`src/rtl/skrt_pkg.sv`:
```
// ----------------------------------------------------------------------------
// skrt_pkg
// Shared types and constants of the sorted key record table.
// ----------------------------------------------------------------------------
package skrt_pkg;

    localparam int TABLE_DEPTH = 16;
    localparam int IDX_W       = (TABLE_DEPTH > 1) ? $clog2(TABLE_DEPTH) : 1;
    localparam int CNT_W       = $clog2(TABLE_DEPTH + 1);

    localparam int REQ_W    = 2;
    localparam int KEY_W    = 31;
    localparam int YEAR_W   = 16;
    localparam int HANDLE_W = 32;
    localparam int STAT_W   = 2;
    localparam int USED_W   = 5;

    typedef enum logic [REQ_W-1:0] {
        REQ_INSERT = 2'd0,
        REQ_LOOKUP = 2'd1,
        REQ_REMOVE = 2'd2,
        REQ_CLEAR  = 2'd3
    } t_req;

    typedef enum logic [STAT_W-1:0] {
        ST_DONE      = 2'd0,
        ST_NOT_FOUND = 2'd1,
        ST_FULL      = 2'd2
    } t_status;

    typedef enum logic [2:0] {
        S_IDLE,
        S_DISP,
        S_INS,
        S_FIND,
        S_DEL,
        S_DONE
    } t_state;

    // read address relative to the next pointer value
    typedef enum logic [1:0] {
        RA_BELOW,
        RA_AT,
        RA_ABOVE
    } t_rsel;

    typedef struct packed {
        logic [KEY_W-1:0]    key;
        logic [YEAR_W-1:0]   year;
        logic [HANDLE_W-1:0] handle;
    } t_rec;

    typedef struct packed {
        logic [REQ_W-1:0]    req_type;
        logic [KEY_W-1:0]    key;
        logic [YEAR_W-1:0]   year;
        logic [HANDLE_W-1:0] name_handle;
    } t_req_item;

    typedef struct packed {
        logic    start;
        logic    ptr_inc;
        logic    ptr_dec;
        logic    rd_en;
        t_rsel   rd_sel;
        logic    wr_en;
        logic    wr_new;
        logic    cnt_inc;
        logic    cnt_dec;
        logic    cnt_clr;
        logic    st_we;
        t_status st_val;
        logic    cap_found;
        logic    out_load;
    } t_dp_cmd;

    typedef struct packed {
        t_req req_type;
        logic full;
        logic ptr_zero;
        logic ptr_ge2;
        logic at_cnt;
        logic last;
        logic p2_lt_cnt;
        logic rd_vld;
        logic key_ge;
        logic key_eq;
        logic out_free;
    } t_dp_sts;

endpackage

```
`src/rtl/skrt_if.sv`:
```
// ----------------------------------------------------------------------------
// skrt_req_if / skrt_rsp_if
// Valid/ready channels carrying request and response beats.
// ----------------------------------------------------------------------------
interface skrt_req_if;
    logic                          valid;
    logic                          ready;
    logic [skrt_pkg::REQ_W-1:0]    req_type;
    logic [skrt_pkg::KEY_W-1:0]    key;
    logic [skrt_pkg::YEAR_W-1:0]   year;
    logic [skrt_pkg::HANDLE_W-1:0] name_handle;

    modport source (output valid, req_type, key, year, name_handle, input ready);
    modport sink   (input valid, req_type, key, year, name_handle, output ready);
endinterface

interface skrt_rsp_if;
    logic                          valid;
    logic                          ready;
    logic [skrt_pkg::STAT_W-1:0]   status;
    logic [skrt_pkg::YEAR_W-1:0]   found_year;
    logic [skrt_pkg::HANDLE_W-1:0] found_handle;
    logic [skrt_pkg::USED_W-1:0]   entries_used;

    modport source (output valid, status, found_year, found_handle, entries_used,
                    input ready);
    modport sink   (input valid, status, found_year, found_handle, entries_used,
                    output ready);
endinterface

```
`src/rtl/skrt_ram.sv`:
```
// ----------------------------------------------------------------------------
// skrt_ram
// Generic simple dual-port RAM, one write and one registered read port.
// ----------------------------------------------------------------------------
module skrt_ram #(
    parameter  int WIDTH = 8,
    parameter  int DEPTH = 16,
    localparam int AW    = (DEPTH > 1) ? $clog2(DEPTH) : 1
) (
    input  logic             i_clk,
    input  logic             i_wr_en,
    input  logic [AW-1:0]    i_wr_addr,
    input  logic [WIDTH-1:0] i_wr_data,
    input  logic             i_rd_en,
    input  logic [AW-1:0]    i_rd_addr,
    output logic [WIDTH-1:0] o_rd_data
);

    logic [WIDTH-1:0] r_mem [DEPTH];
    logic [WIDTH-1:0] r_rd_data;

    always_ff @(posedge i_clk) begin
        if (i_wr_en) begin
            r_mem[i_wr_addr] <= i_wr_data;
        end
        if (i_rd_en) begin
            r_rd_data <= r_mem[i_rd_addr];
        end
    end

    assign o_rd_data = r_rd_data;

endmodule

```
`src/rtl/skrt_dpath.sv`:
```
// ----------------------------------------------------------------------------
// skrt_dpath
// Request registers, pointer and count, record RAM and response register.
// ----------------------------------------------------------------------------
module skrt_dpath (
    input  logic                 i_clk,
    input  logic                 i_rst_n,
    input  skrt_pkg::t_req_item  i_item,
    input  skrt_pkg::t_dp_cmd    i_cmd,
    output skrt_pkg::t_dp_sts    o_sts,
    skrt_rsp_if.source           o_rsp
);

    localparam int CW = skrt_pkg::CNT_W;
    localparam int IW = skrt_pkg::IDX_W;

    skrt_pkg::t_req                   r_req_type;
    logic [skrt_pkg::KEY_W-1:0]       r_key;
    logic [skrt_pkg::YEAR_W-1:0]      r_year;
    logic [skrt_pkg::HANDLE_W-1:0]    r_handle;
    logic [CW-1:0]                    r_ptr, n_ptr;
    logic [CW-1:0]                    r_cnt, n_cnt;
    logic                             r_rd_vld;
    skrt_pkg::t_status                r_status;
    logic [skrt_pkg::YEAR_W-1:0]      r_fy;
    logic [skrt_pkg::HANDLE_W-1:0]    r_fh;
    logic                             r_out_valid;
    logic [skrt_pkg::STAT_W-1:0]      r_out_status;
    logic [skrt_pkg::YEAR_W-1:0]      r_out_year;
    logic [skrt_pkg::HANDLE_W-1:0]    r_out_handle;
    logic [skrt_pkg::USED_W-1:0]      r_out_used;

    logic [CW-1:0]    rd_ptr;
    logic [CW:0]      ptr_x;
    logic [CW:0]      cnt_x;
    skrt_pkg::t_rec   rd_rec;
    skrt_pkg::t_rec   wr_rec;

    always_comb begin
        n_ptr = r_ptr;
        if (i_cmd.start) begin
            n_ptr = (skrt_pkg::t_req'(i_item.req_type) == skrt_pkg::REQ_INSERT) ?
                    r_cnt : '0;
        end else if (i_cmd.ptr_inc) begin
            n_ptr = r_ptr + CW'(1);
        end else if (i_cmd.ptr_dec) begin
            n_ptr = r_ptr - CW'(1);
        end
    end

    always_comb begin
        case (i_cmd.rd_sel)
            skrt_pkg::RA_BELOW: rd_ptr = n_ptr - CW'(1);
            skrt_pkg::RA_AT:    rd_ptr = n_ptr;
            skrt_pkg::RA_ABOVE: rd_ptr = n_ptr + CW'(1);
            default:            rd_ptr = n_ptr;
        endcase
    end

    always_comb begin
        n_cnt = r_cnt;
        if (i_cmd.cnt_clr) begin
            n_cnt = '0;
        end else if (i_cmd.cnt_inc) begin
            n_cnt = r_cnt + CW'(1);
        end else if (i_cmd.cnt_dec) begin
            n_cnt = r_cnt - CW'(1);
        end
    end

    assign wr_rec = i_cmd.wr_new ? skrt_pkg::t_rec'{r_key, r_year, r_handle} : rd_rec;

    skrt_ram #(
        .WIDTH ($bits(skrt_pkg::t_rec)),
        .DEPTH (skrt_pkg::TABLE_DEPTH)
    ) u_ram (
        .i_clk     (i_clk),
        .i_wr_en   (i_cmd.wr_en),
        .i_wr_addr (r_ptr[IW-1:0]),
        .i_wr_data (wr_rec),
        .i_rd_en   (i_cmd.rd_en),
        .i_rd_addr (rd_ptr[IW-1:0]),
        .o_rd_data (rd_rec)
    );

    always_ff @(posedge i_clk) begin
        if (!i_rst_n) begin
            r_ptr       <= '0;
            r_cnt       <= '0;
            r_rd_vld    <= 1'b0;
            r_out_valid <= 1'b0;
        end else begin
            r_ptr    <= n_ptr;
            r_cnt    <= n_cnt;
            r_rd_vld <= i_cmd.rd_en;
            if (i_cmd.out_load) begin
                r_out_valid <= 1'b1;
            end else if (o_rsp.ready) begin
                r_out_valid <= 1'b0;
            end
        end
    end

    always_ff @(posedge i_clk) begin
        if (i_cmd.start) begin
            r_req_type <= skrt_pkg::t_req'(i_item.req_type);
            r_key      <= i_item.key;
            r_year     <= i_item.year;
            r_handle   <= i_item.name_handle;
            r_status   <= skrt_pkg::ST_DONE;
            r_fy       <= '0;
            r_fh       <= '0;
        end else begin
            if (i_cmd.st_we) begin
                r_status <= i_cmd.st_val;
            end
            if (i_cmd.cap_found) begin
                r_fy <= rd_rec.year;
                r_fh <= rd_rec.handle;
            end
        end
        if (i_cmd.out_load) begin
            r_out_status <= r_status;
            r_out_year   <= r_fy;
            r_out_handle <= r_fh;
            r_out_used   <= skrt_pkg::USED_W'(r_cnt);
        end
    end

    assign ptr_x = {1'b0, r_ptr};
    assign cnt_x = {1'b0, r_cnt};

    always_comb begin
        o_sts.req_type  = r_req_type;
        o_sts.full      = (r_cnt == CW'(skrt_pkg::TABLE_DEPTH));
        o_sts.ptr_zero  = (r_ptr == '0);
        o_sts.ptr_ge2   = (r_ptr > CW'(1));
        o_sts.at_cnt    = (r_ptr == r_cnt);
        o_sts.last      = ((ptr_x + (CW+1)'(1)) == cnt_x);
        o_sts.p2_lt_cnt = ((ptr_x + (CW+1)'(2)) < cnt_x);
        o_sts.rd_vld    = r_rd_vld;
        o_sts.key_ge    = (rd_rec.key >= r_key);
        o_sts.key_eq    = (rd_rec.key == r_key);
        o_sts.out_free  = !r_out_valid || o_rsp.ready;
    end

    assign o_rsp.valid        = r_out_valid;
    assign o_rsp.status       = r_out_status;
    assign o_rsp.found_year   = r_out_year;
    assign o_rsp.found_handle = r_out_handle;
    assign o_rsp.entries_used = r_out_used;

endmodule

```
`src/rtl/skrt_ctrl.sv`:
```
// ----------------------------------------------------------------------------
// skrt_ctrl
// Request sequencer: dispatch, shift-up insert, scan, shift-down remove.
// ----------------------------------------------------------------------------
module skrt_ctrl (
    input  logic               i_clk,
    input  logic               i_rst_n,
    input  logic               i_in_valid,
    output logic               o_in_ready,
    input  skrt_pkg::t_dp_sts  i_sts,
    output skrt_pkg::t_dp_cmd  o_cmd
);

    skrt_pkg::t_state r_state, n_state;

    always_ff @(posedge i_clk) begin
        if (!i_rst_n) begin
            r_state <= skrt_pkg::S_IDLE;
        end else begin
            r_state <= n_state;
        end
    end

    always_comb begin
        n_state = r_state;
        case (r_state)
            skrt_pkg::S_IDLE: begin
                if (i_in_valid) n_state = skrt_pkg::S_DISP;
            end
            skrt_pkg::S_DISP: begin
                case (i_sts.req_type)
                    skrt_pkg::REQ_INSERT: begin
                        n_state = i_sts.full ? skrt_pkg::S_DONE : skrt_pkg::S_INS;
                    end
                    skrt_pkg::REQ_LOOKUP, skrt_pkg::REQ_REMOVE: begin
                        n_state = skrt_pkg::S_FIND;
                    end
                    default: n_state = skrt_pkg::S_DONE;
                endcase
            end
            skrt_pkg::S_INS: begin
                if (i_sts.ptr_zero || (i_sts.rd_vld && !i_sts.key_ge)) begin
                    n_state = skrt_pkg::S_DONE;
                end
            end
            skrt_pkg::S_FIND: begin
                if (i_sts.at_cnt) begin
                    n_state = skrt_pkg::S_DONE;
                end else if (i_sts.rd_vld && i_sts.key_ge) begin
                    n_state = (i_sts.key_eq && i_sts.req_type == skrt_pkg::REQ_REMOVE) ?
                              skrt_pkg::S_DEL : skrt_pkg::S_DONE;
                end
            end
            skrt_pkg::S_DEL: begin
                if (i_sts.last) n_state = skrt_pkg::S_DONE;
            end
            skrt_pkg::S_DONE: begin
                if (i_sts.out_free) n_state = skrt_pkg::S_IDLE;
            end
            default: n_state = skrt_pkg::S_IDLE;
        endcase
    end

    always_comb begin
        o_cmd        = '0;
        o_cmd.rd_sel = skrt_pkg::RA_AT;
        o_cmd.st_val = skrt_pkg::ST_DONE;
        o_in_ready   = 1'b0;
        case (r_state)
            skrt_pkg::S_IDLE: begin
                o_in_ready  = 1'b1;
                o_cmd.start = i_in_valid;
            end
            skrt_pkg::S_DISP: begin
                case (i_sts.req_type)
                    skrt_pkg::REQ_INSERT: begin
                        o_cmd.st_we  = i_sts.full;
                        o_cmd.st_val = skrt_pkg::ST_FULL;
                    end
                    skrt_pkg::REQ_CLEAR: begin
                        o_cmd.cnt_clr = 1'b1;
                    end
                    default: ;
                endcase
            end
            skrt_pkg::S_INS: begin
                // walk down from the top, moving larger-or-equal keys up one slot
                o_cmd.rd_sel = skrt_pkg::RA_BELOW;
                if (i_sts.ptr_zero) begin
                    o_cmd.wr_en   = 1'b1;
                    o_cmd.wr_new  = 1'b1;
                    o_cmd.cnt_inc = 1'b1;
                end else if (!i_sts.rd_vld) begin
                    o_cmd.rd_en = 1'b1;
                end else if (i_sts.key_ge) begin
                    o_cmd.wr_en   = 1'b1;
                    o_cmd.ptr_dec = 1'b1;
                    o_cmd.rd_en   = i_sts.ptr_ge2;
                end else begin
                    o_cmd.wr_en   = 1'b1;
                    o_cmd.wr_new  = 1'b1;
                    o_cmd.cnt_inc = 1'b1;
                end
            end
            skrt_pkg::S_FIND: begin
                o_cmd.rd_sel = skrt_pkg::RA_AT;
                o_cmd.st_val = skrt_pkg::ST_NOT_FOUND;
                if (i_sts.at_cnt) begin
                    o_cmd.st_we = 1'b1;
                end else if (!i_sts.rd_vld) begin
                    o_cmd.rd_en = 1'b1;
                end else if (!i_sts.key_ge) begin
                    o_cmd.ptr_inc = 1'b1;
                    o_cmd.rd_en   = !i_sts.last;
                end else if (i_sts.key_eq) begin
                    o_cmd.cap_found = 1'b1;
                end else begin
                    o_cmd.st_we = 1'b1;
                end
            end
            skrt_pkg::S_DEL: begin
                o_cmd.rd_sel = skrt_pkg::RA_ABOVE;
                if (i_sts.last) begin
                    o_cmd.cnt_dec = 1'b1;
                end else if (!i_sts.rd_vld) begin
                    o_cmd.rd_en = 1'b1;
                end else begin
                    o_cmd.wr_en   = 1'b1;
                    o_cmd.ptr_inc = 1'b1;
                    o_cmd.rd_en   = i_sts.p2_lt_cnt;
                end
            end
            skrt_pkg::S_DONE: begin
                o_cmd.out_load = i_sts.out_free;
            end
            default: ;
        endcase
    end

endmodule

```
`src/rtl/sorted_key_record_table_unit.sv`:
```
// Timing: an insert, lookup or remove walks over the held records before its response is
// loaded; a clear or an insert into a full table goes from dispatch straight to the response;
// each can also wait for the response register to drain.
// Throughput: one request at a time; ready is high only while idle, from the cycle after the
// response is loaded, so a new request is not accepted until the last one has been answered.
// Reset: synchronous active low; clears the record count, sequencer and response valid.
// Table contents are not cleared and are read only below the count.
// ----------------------------------------------------------------------------
// sorted_key_record_table_unit
// Fixed-capacity table of records kept in ascending key order, with insert,
// lookup, remove and clear requests.
// ----------------------------------------------------------------------------
module sorted_key_record_table_unit (
    input  logic        i_clk,
    input  logic        i_rst_n,
    skrt_req_if.sink    i_req,
    skrt_rsp_if.source  o_rsp
);

    skrt_pkg::t_dp_cmd   cmd;
    skrt_pkg::t_dp_sts   sts;
    skrt_pkg::t_req_item item;
    logic                in_ready;

    assign item = skrt_pkg::t_req_item'{i_req.req_type, i_req.key, i_req.year,
                                        i_req.name_handle};
    assign i_req.ready = in_ready;

    skrt_ctrl u_ctrl (
        .i_clk      (i_clk),
        .i_rst_n    (i_rst_n),
        .i_in_valid (i_req.valid),
        .o_in_ready (in_ready),
        .i_sts      (sts),
        .o_cmd      (cmd)
    );

    skrt_dpath u_dpath (
        .i_clk   (i_clk),
        .i_rst_n (i_rst_n),
        .i_item  (item),
        .i_cmd   (cmd),
        .o_sts   (sts),
        .o_rsp   (o_rsp)
    );

    a_no_write_when_full: assert property (@(posedge i_clk) disable iff (!i_rst_n)
        (cmd.wr_en && cmd.wr_new) |-> !sts.full)
        else $error("new record written into a full table");

    a_load_only_when_free: assert property (@(posedge i_clk) disable iff (!i_rst_n)
        cmd.out_load |-> sts.out_free)
        else $error("response register overwritten before it was taken");

    a_dec_only_nonempty: assert property (@(posedge i_clk) disable iff (!i_rst_n)
        cmd.cnt_dec |-> !sts.at_cnt)
        else $error("record count decremented past the scan pointer");

    a_busy_after_accept: assert property (@(posedge i_clk) disable iff (!i_rst_n)
        (i_req.valid && i_req.ready) |=> !i_req.ready)
        else $error("second request beat taken while one is in flight");

endmodule
```
`src/flat_wrapper.sv`:
```
// flat-port wrapper written by rule: the top's interface ports become plain ports
module sorted_key_record_table_unit_flat 
  (i_clk, i_rst_n, i_req_valid, i_req_req_type, i_req_key, i_req_year, i_req_name_handle, i_req_ready, o_rsp_valid, o_rsp_status, o_rsp_found_year, o_rsp_found_handle, o_rsp_entries_used, o_rsp_ready);
  skrt_req_if i_req_i ();
  skrt_rsp_if o_rsp_i ();
  input  logic i_clk;
  input  logic i_rst_n;
  input wire logic [$bits(i_req_i.valid)-1:0] i_req_valid;
  input wire logic [$bits(i_req_i.req_type)-1:0] i_req_req_type;
  input wire logic [$bits(i_req_i.key)-1:0] i_req_key;
  input wire logic [$bits(i_req_i.year)-1:0] i_req_year;
  input wire logic [$bits(i_req_i.name_handle)-1:0] i_req_name_handle;
  output wire logic [$bits(i_req_i.ready)-1:0] i_req_ready;
  output wire logic [$bits(o_rsp_i.valid)-1:0] o_rsp_valid;
  output wire logic [$bits(o_rsp_i.status)-1:0] o_rsp_status;
  output wire logic [$bits(o_rsp_i.found_year)-1:0] o_rsp_found_year;
  output wire logic [$bits(o_rsp_i.found_handle)-1:0] o_rsp_found_handle;
  output wire logic [$bits(o_rsp_i.entries_used)-1:0] o_rsp_entries_used;
  input wire logic [$bits(o_rsp_i.ready)-1:0] o_rsp_ready;
  assign i_req_i.valid = i_req_valid;
  assign i_req_i.req_type = i_req_req_type;
  assign i_req_i.key = i_req_key;
  assign i_req_i.year = i_req_year;
  assign i_req_i.name_handle = i_req_name_handle;
  assign i_req_ready = i_req_i.ready;
  assign o_rsp_valid = o_rsp_i.valid;
  assign o_rsp_status = o_rsp_i.status;
  assign o_rsp_found_year = o_rsp_i.found_year;
  assign o_rsp_found_handle = o_rsp_i.found_handle;
  assign o_rsp_entries_used = o_rsp_i.entries_used;
  assign o_rsp_i.ready = o_rsp_ready;
  sorted_key_record_table_unit u_core (.i_clk(i_clk), .i_rst_n(i_rst_n), .i_req(i_req_i), .o_rsp(o_rsp_i));
endmodule
```
`config.mk`:
```
export PLATFORM = sky130hd
export DESIGN_NAME = sorted_key_record_table_unit_flat
export DESIGN_NICKNAME = d
export VERILOG_FILES = /design/src/rtl/skrt_pkg.sv /design/src/rtl/skrt_if.sv /design/src/rtl/skrt_ram.sv /design/src/rtl/skrt_dpath.sv /design/src/rtl/skrt_ctrl.sv /design/src/rtl/sorted_key_record_table_unit.sv /design/src/flat_wrapper.sv
export SDC_FILE = /design/constraint.sdc
export NUM_CORES = 1
export LEC_CHECK = 0
export ABC_CLOCK_PERIOD_IN_PS = 8100
export BUFFER_PORTS_ARGS = -buffer_cell sky130_fd_sc_hd__buf_2
export CAP_MARGIN = 20
export CORE_ASPECT_RATIO = 2
export CORE_UTILIZATION = 56
export DETAILED_ROUTE_END_ITERATION = 6
export PLACE_DENSITY = 0.78
export SLEW_MARGIN = 5
export SYNTH_ARGS = -nofsm -noshare
export SYNTH_HDL_FRONTEND = slang
export SYNTH_SLANG_ARGS = --single-unit
```
`constraint.sdc`:
```
create_clock -name i_clk -period 8.1 [get_ports i_clk]
set_input_delay 1.215 -clock i_clk [delete_from_list [all_inputs] [get_ports i_clk]]
set_output_delay 1.215 -clock i_clk [all_outputs]
set_load 0.1 [all_outputs]
```
==> run metrics <==
Finish-stage setup viols 0; FILL cells roughly 7000; Post-DP Area about 63000 µm²; remaining global-route overflow 0; CP required 8.54 ns; post-placement cell count 4404; Nets roughly 3300; violated checks design-rule violations; crit start category register; DR WL/cell 30.1 µm; sequential fraction of the synthesis area 0.761; first-pass GRT wire length ~200 mm; Synth Flop Type edfxtp_1; die area about 110000 µm²; via count 29967; Max Cap Viol 0; CP max stage cell nor4_1; Worst Setup Path Type register to register; pin count of the biggest net entering global routing around 130; post-route antenna net violation count 0; setup total negative slack 0 ns; Worst slew margin 0.267; Die Wd around 230 µm; Bufs on Longest Clock Path 3; Cells after Synth 2956; vias in the first global route roughly 31000; CTS tree yes; Hold Crit Class register to register; hold_buf cts 0; clock sink total 1544; fraction of layout cells with a size suffix above 1 0.236; Arr. time, crit path approximately 6.8 ns; CP Cell Sequence ha_1, nand4_1, nor4_1, o21ai_0, a211oi_1, a32oi_1, xnor2_1, a21oi_1, ha_1, nand2_1, a2111oi_2, a211oi_2, o221ai_4, buf_12, mux2i_1, mux2i_1; initial antenna violation count 1; static leakage about 23 nW; cell row count approximately 170; post-cts gate resize count 0; RSZ-0062 raised after global routing no; drt via density between 6 and 7; Worst-path clk slew 0.07 ns; clock latency on the worst-skew pair about 0.75 ns; Iter 0 DRT Violations ~3600; Mapped Avg Cell Area between 20 and 25 µm²; pwr dens between 400 and 500 nW/µm²; overall routing resource usage 0.262; period utilization 0.781; Die Ht 465 µm; Synth Register Bits 1544; fin. max-slew vios 0; Post-Layout Inst Area ~67000 µm²; Max stage delay on crit path 0.99 ns; synth warn 0; total CTS buffers 130; Max H-tree Level 4; synthesized area 60100 µm²; async set-reset flop share out of synthesis 0; Port-buffer cells ~140; Final min period roughly 6.3 ns; Slew @ Worst Pin roughly 1.1 ns; fin util 0.632; DP Wirelength roughly 67 mm; Critical Path Fanout Max 96; Clock Skew approximately 0.039 ns; Core Area about 110000 µm²; Post-route DRC 24; Worst setup EP type register; P&R area growth vs syn 11.6%; number of enable flip-flop cells after synthesis 1479; Initial Util 0.566; Synth cell types between 70 and 80; TritonRoute pass-1 iters 7; IO Count ~140; RD Place Congestion around 0.9; Post-Layout Cell Count 4641; outcome finished with violations; Max Fclk between 150 and 200 MHz; Peak VDD IR 1.12 mV; CTS root buffer clkbuf_16; number of post-CTS setup repair buffers 0; Routed WL ~140 mm; Final Hold Fails 0; syn nets roughly 3100
==> cell usage in the layout, fill, tap and decap left out, types with 7 or more instances in the layout <==
cell type  count
clkinv_1      20
nor2_1        23
a21o_1         9
clkinv_2      13
ha_1          53
inv_1         48
nand3_1       10
nand4_1        7
inv_6          7
mux2i_1      238
buf_12        16
edfxtp_1    1479
nor2_4        14
clkbuf_1      25
a21oi_1       84
bufinv_16     20
buf_2        149
nor3_1         8
o21ai_0       36
xnor2_1        9
clkbuf_16    139
nand2_1      300
buf_4         54
dfxtp_1       65
mux4_2       316
==> layout make-up <==
cell class / count / area [µm²] / area share
antenna: 1 / 2.50 / 0.0000373
inverter: 52 / 200 / 0.00299
sequential: 1544 / 45700 / 0.682
clock inverter: 69 / 878 / 0.0131
tap: 1368 / 1710 / 0.0255
multi-input combinational: 1221 / 13400 / 0.201
clock buffer: 166 / 3600 / 0.0537
timing repair buffer: 220 / 1500 / 0.0224
==> path summary, 6_finish.rpt <==
| path | start | end | slack (ns) | depth (start not counted) |
|---|---|---|---|---|
| min reg2reg | u_core.u_dpath.r_fh[25] | u_core.u_dpath.o_rsp.found_handle[25] | 0.43 | 0 |
| min | u_core.u_dpath.r_fh[25] | u_core.u_dpath.o_rsp.found_handle[25] | 0.43 | 0 |
| max reg2reg | u_core.u_dpath.u_ram.o_rd_data[74] | u_core.u_dpath.u_ram.o_rd_data[22] | 1.77 | 16 |
| max | u_core.u_dpath.u_ram.o_rd_data[74] | u_core.u_dpath.u_ram.o_rd_data[22] | 1.77 | 16 |
==> synthesized netlist by cell type, types with 5 or more instances <==
cell type	count	area [µm²]
edfxtp_1	1479	44400
mux4_2	316	7120
nand2_1	301	1130
mux2i_1	239	2390
a21oi_1	84	420
buf_2	68	340
dfxtp_1	65	1300
ha_1	53	663
inv_1	49	184
o21ai_0	40	200
clkbuf_1	39	146
nor2_1	36	135
nor3_1	12	60.1
buf_12	11	220
nand3_1	11	55.1
a21o_1	9	67.6
xnor2_1	9	78.8
nand4_1	7	43.8
buf_1	6	22.5
nand3b_1	6	45.0
nor2b_1	6	37.5
nor4_1	6	37.5
a211oi_1	5	37.5
buf_4	5	37.5
buf_6	5	56.3
nor3b_1	5	37.5
xor2_1	5	43.8
==> metrics by stage <==
stage / setup WS [ns] / hold slack (ns) / power, W
final: 1.77 / 0.429 / 0.0311
after global routing: 1.55 / 0.442 / 0.0323
after global placement: 2.24 / 0.414 / 0.0238
after detailed placement: 1.90 / 0.416 / 0.0244
after floorplan: 0.245 / 0.408 / 0.0216
after CTS: 1.82 / 0.428 / 0.0312
==> metal layers <==
layer	vias to the layer above	wire length (µm)	global-route usage
li1	12309	-	-
met1	15533	49500	0.337
met2	1795	73000	0.448
met3	330	11800	0.0411
met4	0	5200	0.102
met5	-	0	0
==> critical path: cells and delay by family (launching register included) <==
family / cells / cell delay [ns]
AO/OA/AOI/OAI: 7 / 2.27
adder cells (fa/ha/maj): 2 / 0.60
XOR/XNOR: 1 / 0.16
AND/OR/NAND/NOR: 3 / 1.34
buffers and inverters: 1 / 0.56
multiplexers: 2 / 0.47
flip-flops: 1 / 0.42
==> power breakdown <==
| part | switching [W] | internal (W) | total [W] |
|---|---|---|---|
| Sequential | 0.000320 | 0.0111 | 0.0114 |
| Clock | 0.00281 | 0.00380 | 0.00661 |
| Combinational | 0.00733 | 0.00570 | 0.0130 |
==> flip-flops by register name, summed over array words and instances (netlist names), 3 cells and up <==
name,count
u_core.u_ctrl.r_state,3
u_core.u_dpath.o_rsp.entries_used,5
u_core.u_dpath.o_rsp.found_handle,32
u_core.u_dpath.o_rsp.found_year,16
u_core.u_dpath.r_cnt,5
u_core.u_dpath.r_fh,32
u_core.u_dpath.r_fy,16
u_core.u_dpath.r_handle,32
u_core.u_dpath.r_key,31
u_core.u_dpath.r_ptr,5
u_core.u_dpath.r_year,16
u_core.u_dpath.u_ram.o_rd_data,79
u_core.u_dpath.u_ram.r_mem,1264
==> cell families (layout without fill, tap and decap cells) <==
logic type	Yosys count	after routing	synth area share
flops	1544	1544	0.761
mux	556	556	0.159
buf+inv	191	507	0.0177
xor+xnor	15	15	0.00231
fa+ha+maj	54	54	0.0114
compound gates	178	178	0.0186
simple gates	418	418	0.0303
other cells	0	1	0
No activity file was read; power rests on OpenSTA's default activity.
